--- config.mk ---
export PLATFORM = sky130hd
export DESIGN_NAME = crc8_framed_command_parser_flat
export DESIGN_NICKNAME = d
export VERILOG_FILES = /design/src/rtl/cfcp_pkg.sv /design/src/rtl/cfcp_if.sv /design/src/rtl/crc8_framed_command_parser.sv /design/src/flat_wrapper.sv
export SDC_FILE = /design/constraint.sdc
export NUM_CORES = 1
export LEC_CHECK = 0
export CELL_PAD_IN_SITES_DETAIL_PLACEMENT = 1
export CELL_PAD_IN_SITES_GLOBAL_PLACEMENT = 2
export CORE_AREA = 8 8 101 103
export CTS_CLUSTER_DIAMETER = 100
export CTS_CLUSTER_SIZE = 40
export DETAILED_ROUTE_END_ITERATION = 10
export DIE_AREA = 0 0 109 111
export DONT_BUFFER_PORTS = 1
export GPL_TIMING_DRIVEN = 0
export PLACE_DENSITY = 0.77
export SKIP_CTS_REPAIR_TIMING = 1
export SLEW_MARGIN = 40
export SYNTH_ARGS = -nofsm -noshare
export SYNTH_HDL_FRONTEND = slang
export SYNTH_SLANG_ARGS = --single-unit
--- constraint.sdc ---
create_clock -name clk_i -period 12.9 [get_ports clk_i]
set_clock_uncertainty 0.2 [all_clocks]
set_input_delay 1.29 -clock clk_i [delete_from_list [all_inputs] [get_ports clk_i]]
set_output_delay 1.29 -clock clk_i [all_outputs]
set_load 0.005 [all_outputs]
--- src/rtl/cfcp_pkg.sv ---
// ----------------------------------------------------------------------------
// cfcp_pkg
// shared types, constants and the crc-8 byte update for the frame parser
// ----------------------------------------------------------------------------
package cfcp_pkg;

  localparam logic [7:0] HdrFirst  = 8'h55;
  localparam logic [7:0] HdrSecond = 8'hAA;
  localparam logic [7:0] CmdType   = 8'h05;
  localparam logic [7:0] CrcPoly   = 8'h8C;   // reflected crc-8/maxim polynomial

  // frame index layout: header 0..1, type 2, data 3..8, flag 9, crc 10
  localparam logic [3:0] PosType     = 4'd2;
  localparam logic [3:0] PosDataLast = 4'd8;
  localparam logic [3:0] PosDataFirst = 4'd3;
  localparam logic [3:0] PosCrc      = 4'd10;

  localparam int unsigned NumData = 6;

  typedef enum logic [1:0] {
    ST_HEAD1 = 2'd0,
    ST_HEAD2 = 2'd1,
    ST_BODY  = 2'd2
  } sync_e;

  typedef logic [7:0] byte_t;

  // one byte of reflected crc, eight shift steps
  function automatic byte_t crc8_update(byte_t crc, byte_t b);
    byte_t c;
    c = crc ^ b;
    for (int i = 0; i < 8; i++) begin
      c = c[0] ? ((c >> 1) ^ CrcPoly) : (c >> 1);
    end
    return c;
  endfunction

endpackage

--- src/rtl/cfcp_if.sv ---
// ----------------------------------------------------------------------------
// cfcp stream interfaces
// byte stream into the parser and command stream out of it
// ----------------------------------------------------------------------------
interface cfcp_rx_if;
  logic       valid;
  logic       ready;
  logic [7:0] rx_byte;

  modport source (output valid, output rx_byte, input ready);
  modport sink   (input valid, input rx_byte, output ready);
endinterface

interface cfcp_cmd_if;
  logic               valid;
  logic               ready;
  logic signed [15:0] left_speed;
  logic signed [15:0] right_speed;
  logic signed [15:0] angle_cmd;

  modport source (output valid, output left_speed, output right_speed,
                  output angle_cmd, input ready);
  modport sink   (input valid, input left_speed, input right_speed,
                  input angle_cmd, output ready);
endinterface

--- src/rtl/crc8_framed_command_parser.sv ---
// ----------------------------------------------------------------------------
// crc8_framed_command_parser
// header-synchronized command frame parser with crc-8/maxim check
// ----------------------------------------------------------------------------
// Takes received bytes one per transfer and hunts for the header 0x55 0xAA,
// then collects nine body bytes (type, six data bytes, flag, crc). The crc
// runs over type, data and flag as they arrive. When the type is 0x05 and the
// received crc matches, one command transfer carries left speed, right speed
// and angle (signed, little endian, frame bytes 3-4, 5-6, 7-8). Bad frames
// give nothing. The block takes one byte every clock cycle; the result of a
// good frame shows on the command channel in the cycle after its crc byte is
// taken. The only thing that holds the byte channel back is the single
// result register: while it holds a command that the sink has not taken,
// rx_i.ready is low, and it goes high again in the cycle the command leaves.
// ----------------------------------------------------------------------------
module crc8_framed_command_parser (
  input  logic          clk_i,
  input  logic          rst_ni,
  cfcp_rx_if.sink       rx_i,
  cfcp_cmd_if.source    cmd_o
);
  import cfcp_pkg::*;

  // parser state
  sync_e       state_q, state_d;
  logic [3:0]  pos_q, pos_d;
  byte_t       crc_q, crc_d;
  logic        type_ok_q, type_ok_d;
  byte_t       data_q [NumData];    // data shift line, byte 3 ends in slot 0
  logic        data_shift;

  // result register
  logic               out_valid_q, out_valid_d;
  logic signed [15:0] left_q, right_q, angle_q;
  logic               emit;

  logic  rx_take;
  byte_t b;

  // byte is taken unless a finished command is stuck in the result register
  assign rx_i.ready = !out_valid_q || cmd_o.ready;
  assign rx_take    = rx_i.valid && rx_i.ready;
  assign b          = rx_i.rx_byte;

  always_comb begin
    state_d    = state_q;
    pos_d      = pos_q;
    crc_d      = crc_q;
    type_ok_d  = type_ok_q;
    data_shift = 1'b0;
    emit       = 1'b0;
    if (rx_take) begin
      unique case (state_q)
        ST_HEAD1: begin
          if (b == HdrFirst) state_d = ST_HEAD2;
        end
        ST_HEAD2: begin
          if (b == HdrSecond) begin
            state_d   = ST_BODY;
            pos_d     = PosType;
            crc_d     = '0;
            type_ok_d = 1'b0;
          end else if (b != HdrFirst) begin
            // a repeated 0x55 keeps waiting for 0xaa, anything else restarts
            state_d = ST_HEAD1;
          end
        end
        ST_BODY: begin
          priority if (pos_q < PosType || pos_q > PosCrc) begin
            // lost position: drop the byte and hunt again
            state_d = ST_HEAD1;
            pos_d   = '0;
          end else if (pos_q < PosCrc) begin
            // type, data and flag bytes all feed the crc
            crc_d = crc8_update(crc_q, b);
            if (pos_q == PosType) type_ok_d = (b == CmdType);
            data_shift = (pos_q >= PosDataFirst) && (pos_q <= PosDataLast);
            pos_d = pos_q + 4'd1;
          end else begin
            // crc byte: judge the frame, no resync inside the body
            state_d = ST_HEAD1;
            pos_d   = '0;
            emit    = type_ok_q && (b == crc_q);
          end
        end
        default: begin
          state_d = ST_HEAD1;
          pos_d   = '0;
        end
      endcase
    end
  end

  always_ff @(posedge clk_i or negedge rst_ni) begin
    if (!rst_ni) begin
      state_q   <= ST_HEAD1;
      pos_q     <= '0;
      crc_q     <= '0;
      type_ok_q <= 1'b0;
    end else begin
      state_q   <= state_d;
      pos_q     <= pos_d;
      crc_q     <= crc_d;
      type_ok_q <= type_ok_d;
    end
  end

  // data bytes shift in from the top; after six shifts byte 3 sits in slot 0
  always_ff @(posedge clk_i) begin
    if (data_shift) begin
      for (int i = 0; i < NumData - 1; i++) begin
        data_q[i] <= data_q[i+1];
      end
      data_q[NumData-1] <= b;
    end
  end

  // result register: loaded on a good frame, held until the sink takes it
  assign out_valid_d = emit || (out_valid_q && !cmd_o.ready);

  always_ff @(posedge clk_i or negedge rst_ni) begin
    if (!rst_ni) begin
      out_valid_q <= 1'b0;
    end else begin
      out_valid_q <= out_valid_d;
    end
  end

  always_ff @(posedge clk_i) begin
    if (emit) begin
      left_q  <= {data_q[1], data_q[0]};
      right_q <= {data_q[3], data_q[2]};
      angle_q <= {data_q[5], data_q[4]};
    end
  end

  assign cmd_o.valid       = out_valid_q;
  assign cmd_o.left_speed  = left_q;
  assign cmd_o.right_speed = right_q;
  assign cmd_o.angle_cmd   = angle_q;

endmodule

--- src/flat_wrapper.sv ---
// flat-port wrapper written by rule: the top's interface ports become plain ports
module crc8_framed_command_parser_flat import cfcp_pkg::*;
  (clk_i, rst_ni, rx_i_valid, rx_i_rx_byte, rx_i_ready, cmd_o_valid, cmd_o_left_speed, cmd_o_right_speed, cmd_o_angle_cmd, cmd_o_ready);
  cfcp_rx_if rx_i_i ();
  cfcp_cmd_if cmd_o_i ();
  input  logic clk_i;
  input  logic rst_ni;
  input wire logic [$bits(rx_i_i.valid)-1:0] rx_i_valid;
  input wire logic [$bits(rx_i_i.rx_byte)-1:0] rx_i_rx_byte;
  output wire logic [$bits(rx_i_i.ready)-1:0] rx_i_ready;
  output wire logic [$bits(cmd_o_i.valid)-1:0] cmd_o_valid;
  output wire logic [$bits(cmd_o_i.left_speed)-1:0] cmd_o_left_speed;
  output wire logic [$bits(cmd_o_i.right_speed)-1:0] cmd_o_right_speed;
  output wire logic [$bits(cmd_o_i.angle_cmd)-1:0] cmd_o_angle_cmd;
  input wire logic [$bits(cmd_o_i.ready)-1:0] cmd_o_ready;
  assign rx_i_i.valid = rx_i_valid;
  assign rx_i_i.rx_byte = rx_i_rx_byte;
  assign rx_i_ready = rx_i_i.ready;
  assign cmd_o_valid = cmd_o_i.valid;
  assign cmd_o_left_speed = cmd_o_i.left_speed;
  assign cmd_o_right_speed = cmd_o_i.right_speed;
  assign cmd_o_angle_cmd = cmd_o_i.angle_cmd;
  assign cmd_o_i.ready = cmd_o_ready;
  crc8_framed_command_parser u_core (.clk_i(clk_i), .rst_ni(rst_ni), .rx_i(rx_i_i), .cmd_o(cmd_o_i));
endmodule
==> results of run 1 <==
[layout make-up]
type	instances	area, sq um	area share
well taps	108	135	0.0296
clock buffers	9	124	0.0272
multi-input cells	98	817	0.179
repair buffers	11	70.1	0.0154
flip-flops and latches	112	3280	0.720
plain buffers	4	22.5	0.00494
clock inverters	7	85.1	0.0187
inverters	6	22.5	0.00494
[through the flow]
step / total power, uW / hold WS [ns]
after global routing: 708 / 0.250
after global placement: 474 / 0.202
final: 683 / 0.230
after floorplan: 459 / 0.200
after CTS: 688 / 0.231
after detailed placement: 477 / 0.207
[cells in the mapped netlist, types with 2 or more instances]
library cell	instances	area share
o31ai_1	5	0.0091
nand2_1	8	0.0073
mux2_2	2	0.0054
o21ai_0	5	0.0061
xor2_1	7	0.015
edfxtp_1	96	0.70
nand4_1	4	0.0061
dfrtp_1	16	0.097
nor4_1	3	0.0045
or3_1	2	0.0030
a22o_1	7	0.015
o41ai_1	3	0.0064
clkbuf_1	3	0.0027
nor3_1	4	0.0048
xnor3_1	2	0.011
inv_1	6	0.0054
nor2_1	2	0.0018
xnor2_1	9	0.019
and3_1	3	0.0045
and4b_1	2	0.0048
ha_1	5	0.015
nand4b_1	2	0.0042
nand3_1	2	0.0024
or4_1	2	0.0036
[worst register-to-register path, stage by stage (launching register included)]
cell and delay, ns:
dfrtp_1 0.42, inv_1 0.12, ha_1 0.21, clkbuf_1 0.33, nand2_1 0.09, and4b_1 0.25
nand4_1 0.13, nor4_2 0.48, buf_2 0.26, buf_2 0.23, buf_2 0.22, buf_2 0.22
[per-layer routing]
| metal | part of all wire | wire length [um] | up-vias |
|---|---|---|---|
| met4 | 0.015 | 125 | 0 |
| met2 | 0.48 | 3940 | 58 |
| met3 | 0.061 | 506 | 9 |
| li1 | - | - | 903 |
| met1 | 0.45 | 3690 | 983 |
| met5 | 0 | 0 | - |
[path summary, 6_finish.rpt]
kind	start	endpoint	slack, ns	depth (start not counted)
setup / recovery	rx_i_rx_byte[1]	u_core.cmd_o.left_speed[4]	9.26	8
hold / removal	u_core.data_q[0][1]	u_core.cmd_o.left_speed[1]	0.23	0
setup reg to reg	u_core.state_q[0]	u_core.cmd_o.left_speed[4]	9.44	11
hold reg to reg	u_core.data_q[0][1]	u_core.cmd_o.left_speed[1]	0.23	0
max in group asynchronous	rst_ni	u_core.pos_q[1]	12.03	0
min in group asynchronous	rst_ni	u_core.crc_q[7]	0.40	0
[flip-flops by register name, indices dropped and copies added (netlist names)]
| name | cells |
|---|---|
| u_core.cmd_o.angle_cmd | 16 |
| u_core.cmd_o.left_speed | 16 |
| u_core.cmd_o.right_speed | 16 |
| u_core.cmd_o.valid | 1 |
| u_core.crc_q | 8 |
| u_core.data_q | 48 |
| u_core.pos_q | 4 |
| u_core.state_q | 2 |
| u_core.type_ok_q | 1 |
[layout by cell type, fill, tap and decap left out, types with 3 or more instances in the layout]
cell type,n
edfxtp_1,96
dfrtp_1,16
buf_2,10
xnor2_1,9
clkbuf_8,9
nand2_1,8
xor2_1,7
a22o_1,7
inv_1,6
o21ai_0,5
o31ai_1,5
ha_1,5
nand4_1,4
nor3_1,4
clkbuf_1,3
o41ai_1,3
inv_6,3
[power by group through the flow]
stage	clock network, uW	logic (uW)	registers, uW
2_1_floorplan	0	54.4	405
4_1_cts	219	69.5	399
6_report	215	68.8	399
3_3_place_gp	0	67.6	407
5_1_grt	231	77.0	400
3_5_place_dp	0	69.4	407
[logic make-up after synthesis]
family / after synthesis / share of synthesized area
DFF: 112 / 0.794
buffers and inverters: 10 / 0.0109
adders and majority gates: 5 / 0.0151
muxes: 2 / 0.00545
xor gates and xnor gates: 20 / 0.0551
AOI/OAI and AO/OA: 28 / 0.0542
and+or+nand+nor: 43 / 0.0651
==> run summary, run 1 <==
Pin count of the biggest net entering global routing -> 39
Synth Register Bits -> 112
TritonCTS clock tree -> done
Rel. slew slack -> 0.639
Number of max-cap violations -> 0
Routed Antenna Nets -> 0
DR iter-0 viols -> 87
Post-Syn Nets -> 237
ANT cells -> 0
Slew at the pin closest to its max-slew limit -> 0.536 ns
Grt met2 use -> 0.225
Final hold vios -> 0
Cell Area, Synth -> 0.00413 sq mm
I/O pins -> 62
CTS buffer count -> 9
FILL cells -> 773
Ys Warns -> 0
Leakage power -> 0.00157 uW
Met3 Track Usage GR -> 0.0523
Core area -> 0.00855 sq mm
Nature of the critical path endpoint -> flip-flop
I/O Buffers -> 0
Register area share after synthesis -> 0.794
Netlist cell types -> 44
Non-Filler Instances -> 355
Routed length per instance -> 23.3 um
Hold Crit Class -> reg2reg
Max rail drop VDD -> 0.0618 mV
Post-layout util -> 0.533
Initial Utilization -> 0.483
Critical path fanouts, max -> 7
GP Congestion -> 0.808
CP delay by family, top -> buffers and inverters
Slowest cell on crit path -> nor4_2
Row cnt -> 34
Crit share post-route -> 0.282
Avg Inst Size Synth -> 18.8 sq um
CTS Sinks -> 112
Buf+Inv Stages, Crit Path -> 4
Layout net count -> 259
Max incr delay on CP -> 0.48 ns
Req. time, crit path -> 12.77 ns
Placed cell areas -> 0.00435 sq mm
PD cells -> 150 mW/mm^2
Final wirelength -> 8260 um
Synthesized instance count -> 220
Sw power -> 167 uW
First-pass GRT wire length -> 12500 um
Fraction of registers with async set or reset after synthesis -> 0.143
Via-per-instance ratio -> 5.50
Most used cell, CP -> buf_2
Crit path DAT -> 3.51 ns
Switch share -> 0.244
Seq pwr share -> 0.584
DP HPWL -> 6070 um
WS Path Type -> in2reg
GR peak layer -> met2
Clock power frac -> 0.315
Critical Path Start Type -> input pin
Worst setup margin -> 9.26 ns
Fin crit period -> 3.64 ns
CP cell instances -> xnor2_1, and4b_1, nand4_1, nor4_2, buf_2, buf_2, buf_2, buf_2
H-Tree Depth -> 3
EDFF count, synth -> 96
F_max -> 275 MHz
Die area -> 0.0121 sq mm
Placed insts -> 339
TNS Setup -> 0 ns
Clock-pin slew on the worst setup and hold paths -> 0.10 ns
Clock Latency Late Sink -> 0.37 ns
Initial antenna violation count -> 0
Post-place setup slack -> 8.83 ns
Area grow syn2layout -> 10.3%
DIE HEIGHT -> 111 um
RSZ-0062 raised after global routing -> false
Pins over their slew limit -> 0
GRT overflow -> 0
Setup Viol. Count Final -> 0
Final instance area -> 0.00456 sq mm
Vias in the first global route -> 2133
DRC violations left -> 0
Ys flop type -> edfxtp_1
Overall routing resource usage -> 0.141
Clock tree buffer depth -> 2
DRT Pass-1 Iters -> 4
Met1 Resource Use GR -> 0.167
Vias -> 1953
Clk root buf -> clkbuf_8
Combinational share of power -> 0.101
Layout cells sized above 1 -> 0.150
Status -> finished, final reports clean
Die width -> 109 um
Cell Int Power -> 516 uW
Note: power is estimated with default switching activity, not from simulation.
==> run 2, diff against run 1 <==
--- a/config.mk
+++ b/config.mk
@@ -5,16 +5,17 @@
 export SDC_FILE = /design/constraint.sdc
 export NUM_CORES = 1
 export LEC_CHECK = 0
+export ABC_AREA = 1
 export CELL_PAD_IN_SITES_DETAIL_PLACEMENT = 1
 export CELL_PAD_IN_SITES_GLOBAL_PLACEMENT = 2
-export CORE_AREA = 8 8 101 103
+export CORE_AREA = 8 8 113 115
 export CTS_CLUSTER_DIAMETER = 100
 export CTS_CLUSTER_SIZE = 40
 export DETAILED_ROUTE_END_ITERATION = 10
-export DIE_AREA = 0 0 109 111
+export DIE_AREA = 0 0 121 123
 export DONT_BUFFER_PORTS = 1
 export GPL_TIMING_DRIVEN = 0
-export PLACE_DENSITY = 0.77
+export PLACE_DENSITY = 0.69
 export SKIP_CTS_REPAIR_TIMING = 1
 export SLEW_MARGIN = 40
 export SYNTH_ARGS = -nofsm -noshare
==> constraint.sdc (replaced) <==
create_clock -name clk_i -period 3.25 [get_ports clk_i]
set_clock_uncertainty 0.2 [all_clocks]
set_input_delay 0.325 -clock clk_i [delete_from_list [all_inputs] [get_ports clk_i]]
set_output_delay 0.325 -clock clk_i [all_outputs]
set_load 0.005 [all_outputs]
==> run summary, run 2 <==
Max incr delay on CP -> 0.43 ns
CTS Sinks -> 112
Most used cell, CP -> buf_6
Ys Warns -> 0
Nature of the critical path endpoint -> flip-flop
Critical path fanouts, max -> 13
Clock tree buffer depth -> 2
Fin crit period -> 2.72 ns
Worst R2R Path Depth -> 8
Max rail drop VDD -> 0.326 mV
Die area -> 0.0149 sq mm
GP Congestion -> 0.772
Final hold vios -> 0
First-pass GRT wire length -> 13200 um
I/O pins -> 62
Initial antenna violation count -> 0
DR iter-0 viols -> 149
ANT cells -> 0
Layout cells sized above 1 -> 0.118
Leakage power -> 0.00181 uW
PD cells -> 607 mW/mm^2
I/O Buffers -> 0
WS Path Type -> reg2reg
EDFF count, synth -> 96
Netlist cell types -> 25
CTS buffer count -> 9
Top cell types by occurrence after synthesis -> edfxtp_1, nand2_1, inv_1
Slew at the pin closest to its max-slew limit -> 0.861 ns
Synth Register Bits -> 112
Critical Path Start Type -> flip-flop
Rel. slew slack -> 0.424
Synthesized instance count -> 300
Routed length per instance -> 17.9 um
Avg Inst Size Synth -> 14.0 sq um
Top cell type's share of synthesized area -> 0.687
Crit share post-route -> 0.836
Clock-pin slew on the worst setup and hold paths -> 0.07 ns
Commonest cells after routing, fill and taps aside -> edfxtp_1, nand2_1, inv_1, nand3_1, dfrtp_1
Row cnt -> 39
Area grow syn2layout -> 16.4%
Clock Latency Late Sink -> 0.34 ns
Worst R2R Setup Slack -> 0.53 ns
Status -> finished, final reports clean
Slowest cell on crit path -> nor3_4
CP cell instances -> inv_1, ha_1, nand2_1, nor3_4, buf_6, buf_6, buf_6, buf_6
F_max -> 368 MHz
Ranking of synthesized cells by area -> edfxtp_1, dfrtp_1, nand2_1
Ys flop type -> edfxtp_1
DP HPWL -> 6370 um
Register area share after synthesis -> 0.782
Core area -> 0.0111 sq mm
Most common cell after layout, fill and taps aside -> edfxtp_1
Number of max-cap violations -> 0
CP delay by family, top -> buffers and inverters
Buf+Inv Stages, Crit Path -> 5
Fraction of registers with async set or reset after synthesis -> 0.143
Instance count on the critical path -> 8
Count leader, synth -> edfxtp_1
TNS Setup -> 0 ns
Hold Crit Class -> in2reg
Clk root buf -> clkbuf_16
Post-synthesis adder-cell area fraction -> 0.0149
Pins over their slew limit -> 0
DIE HEIGHT -> 123 um
Overall routing resource usage -> 0.117
Layout net count -> 343
Vias in the first global route -> 2264
FILL cells -> 1107
TritonCTS clock tree -> done
H-Tree Depth -> 3
Post-Syn Nets -> 317
Critical Path Sink -> u_core.data_q[3][2]
Cell Area, Synth -> 0.00420 sq mm
Register with the most flip-flops -> u_core.data_q
Synth area leader -> edfxtp_1
Initial Utilization -> 0.379
Crit path DAT -> 2.56 ns
Complex-gate fraction of the synthesized area -> 0.0200
Pin count of the biggest net entering global routing -> 23
Routed Antenna Nets -> 0
Max FFs per register -> 48
DRC violations left -> 0
Req. time, crit path -> 3.10 ns
Via-per-instance ratio -> 4.76
RSZ-0062 raised after global routing -> false
RR Endpoint -> u_core.data_q[3][2]
Post-Synth Simple-Gate Area -> 0.139
Combinational family with the most area after synthesis -> simple AND/OR/NAND/NOR gates
HP Start -> rx_i_rx_byte[6]
Final wirelength -> 8470 um
Worst Setup SP -> u_core.state_q[0]
Setup Viol. Count Final -> 0
Hold WS -> 0.00426 ns
DRT Pass-1 Iters -> 4
Mux contribution to synthesized area -> 0
Die width -> 121 um
Xor-xnor portion of the synthesized cell area -> 0.0188
R2R Path Start -> u_core.state_q[0]
Vias -> 2255
GRT overflow -> 0
[run 2: cell count changes after synthesis, sizes merged, moves of 6 or more]
cell,before,now
inv,6,29
nand3,2,20
a22o,7,0
nand2,8,83
nor2,2,15
xnor2,10,4
o21ai,5,14
[run 2: cell families (layout without fill, tap and decap cells)]
logic type | after synthesis | after routing
flops | 112 | 112
xor+xnor | 9 | 9
compound gates | 16 | 16
fa+ha+maj | 5 | 5
buf+inv | 29 | 60
simple gates | 129 | 129
[run 2: through the flow]
step | utilization | std cells | instance area (sq um) | total power (uW) | setup WS [ns]
global route | 0.441 | 474 | 4890 | 3100 | 0.238
finish | 0.441 | 474 | 4890 | 2970 | 0.531
CTS | 0.433 | 465 | 4800 | 2990 | 0.425
global placement | 0.396 | 443 | 4390 | 1910 | -0.538
detailed placement | 0.406 | 449 | 4500 | 1920 | 0.428
floorplan | - | 300 | 4210 | 1850 | 0.192
[run 2: worst min-delay path by stage]
stage	end	slack, ns	cells after the start
global placement	u_core.crc_q[6]	-0.17	0
global route	u_core.type_ok_q	0.004	3
detailed placement	u_core.crc_q[6]	-0.17	0
CTS	u_core.crc_q[1]	-0.54	0
finish	u_core.type_ok_q	0.004	3
floorplan	u_core.cmd_o.valid	-0.17	0
[run 2: layout make-up]
cell class                 instances  area [sq um]  area share
sequential                       112          3280       0.671
multi-input combinational        159           826       0.169
clock buffer                       9           225      0.0461
timing repair buffer              15           190      0.0389
tap                              143           179      0.0366
inverter                          29           109      0.0223
clock inverter                     7          77.6      0.0159
[run 2: power breakdown]
part,total (uW),internal [uW],leakage (uW),switching [uW]
Clock,1070,546,0.000149,523
Sequential,1580,1560,0.00108,20.5
Combinational,315,104,0.000578,211
Total,2970,2210,0.00181,755
[run 2: per-layer routing]
metal / up-vias / GRT usage / share of wire
met5: - / 0 / 0
met4: 0 / 0.0422 / 0.0074
met3: 4 / 0.0347 / 0.056
met2: 58 / 0.191 / 0.48
met1: 1100 / 0.146 / 0.45
li1: 1093 / - / -
[run 2: worst reg2reg max path, cell delays in order, from the launching register on]
cell and delay [ns]:
dfrtp_1 0.40, inv_1 0.09, ha_1 0.34, nand2_1 0.22, nor3_4 0.43, buf_6 0.24
buf_6 0.19, buf_6 0.16, buf_6 0.17
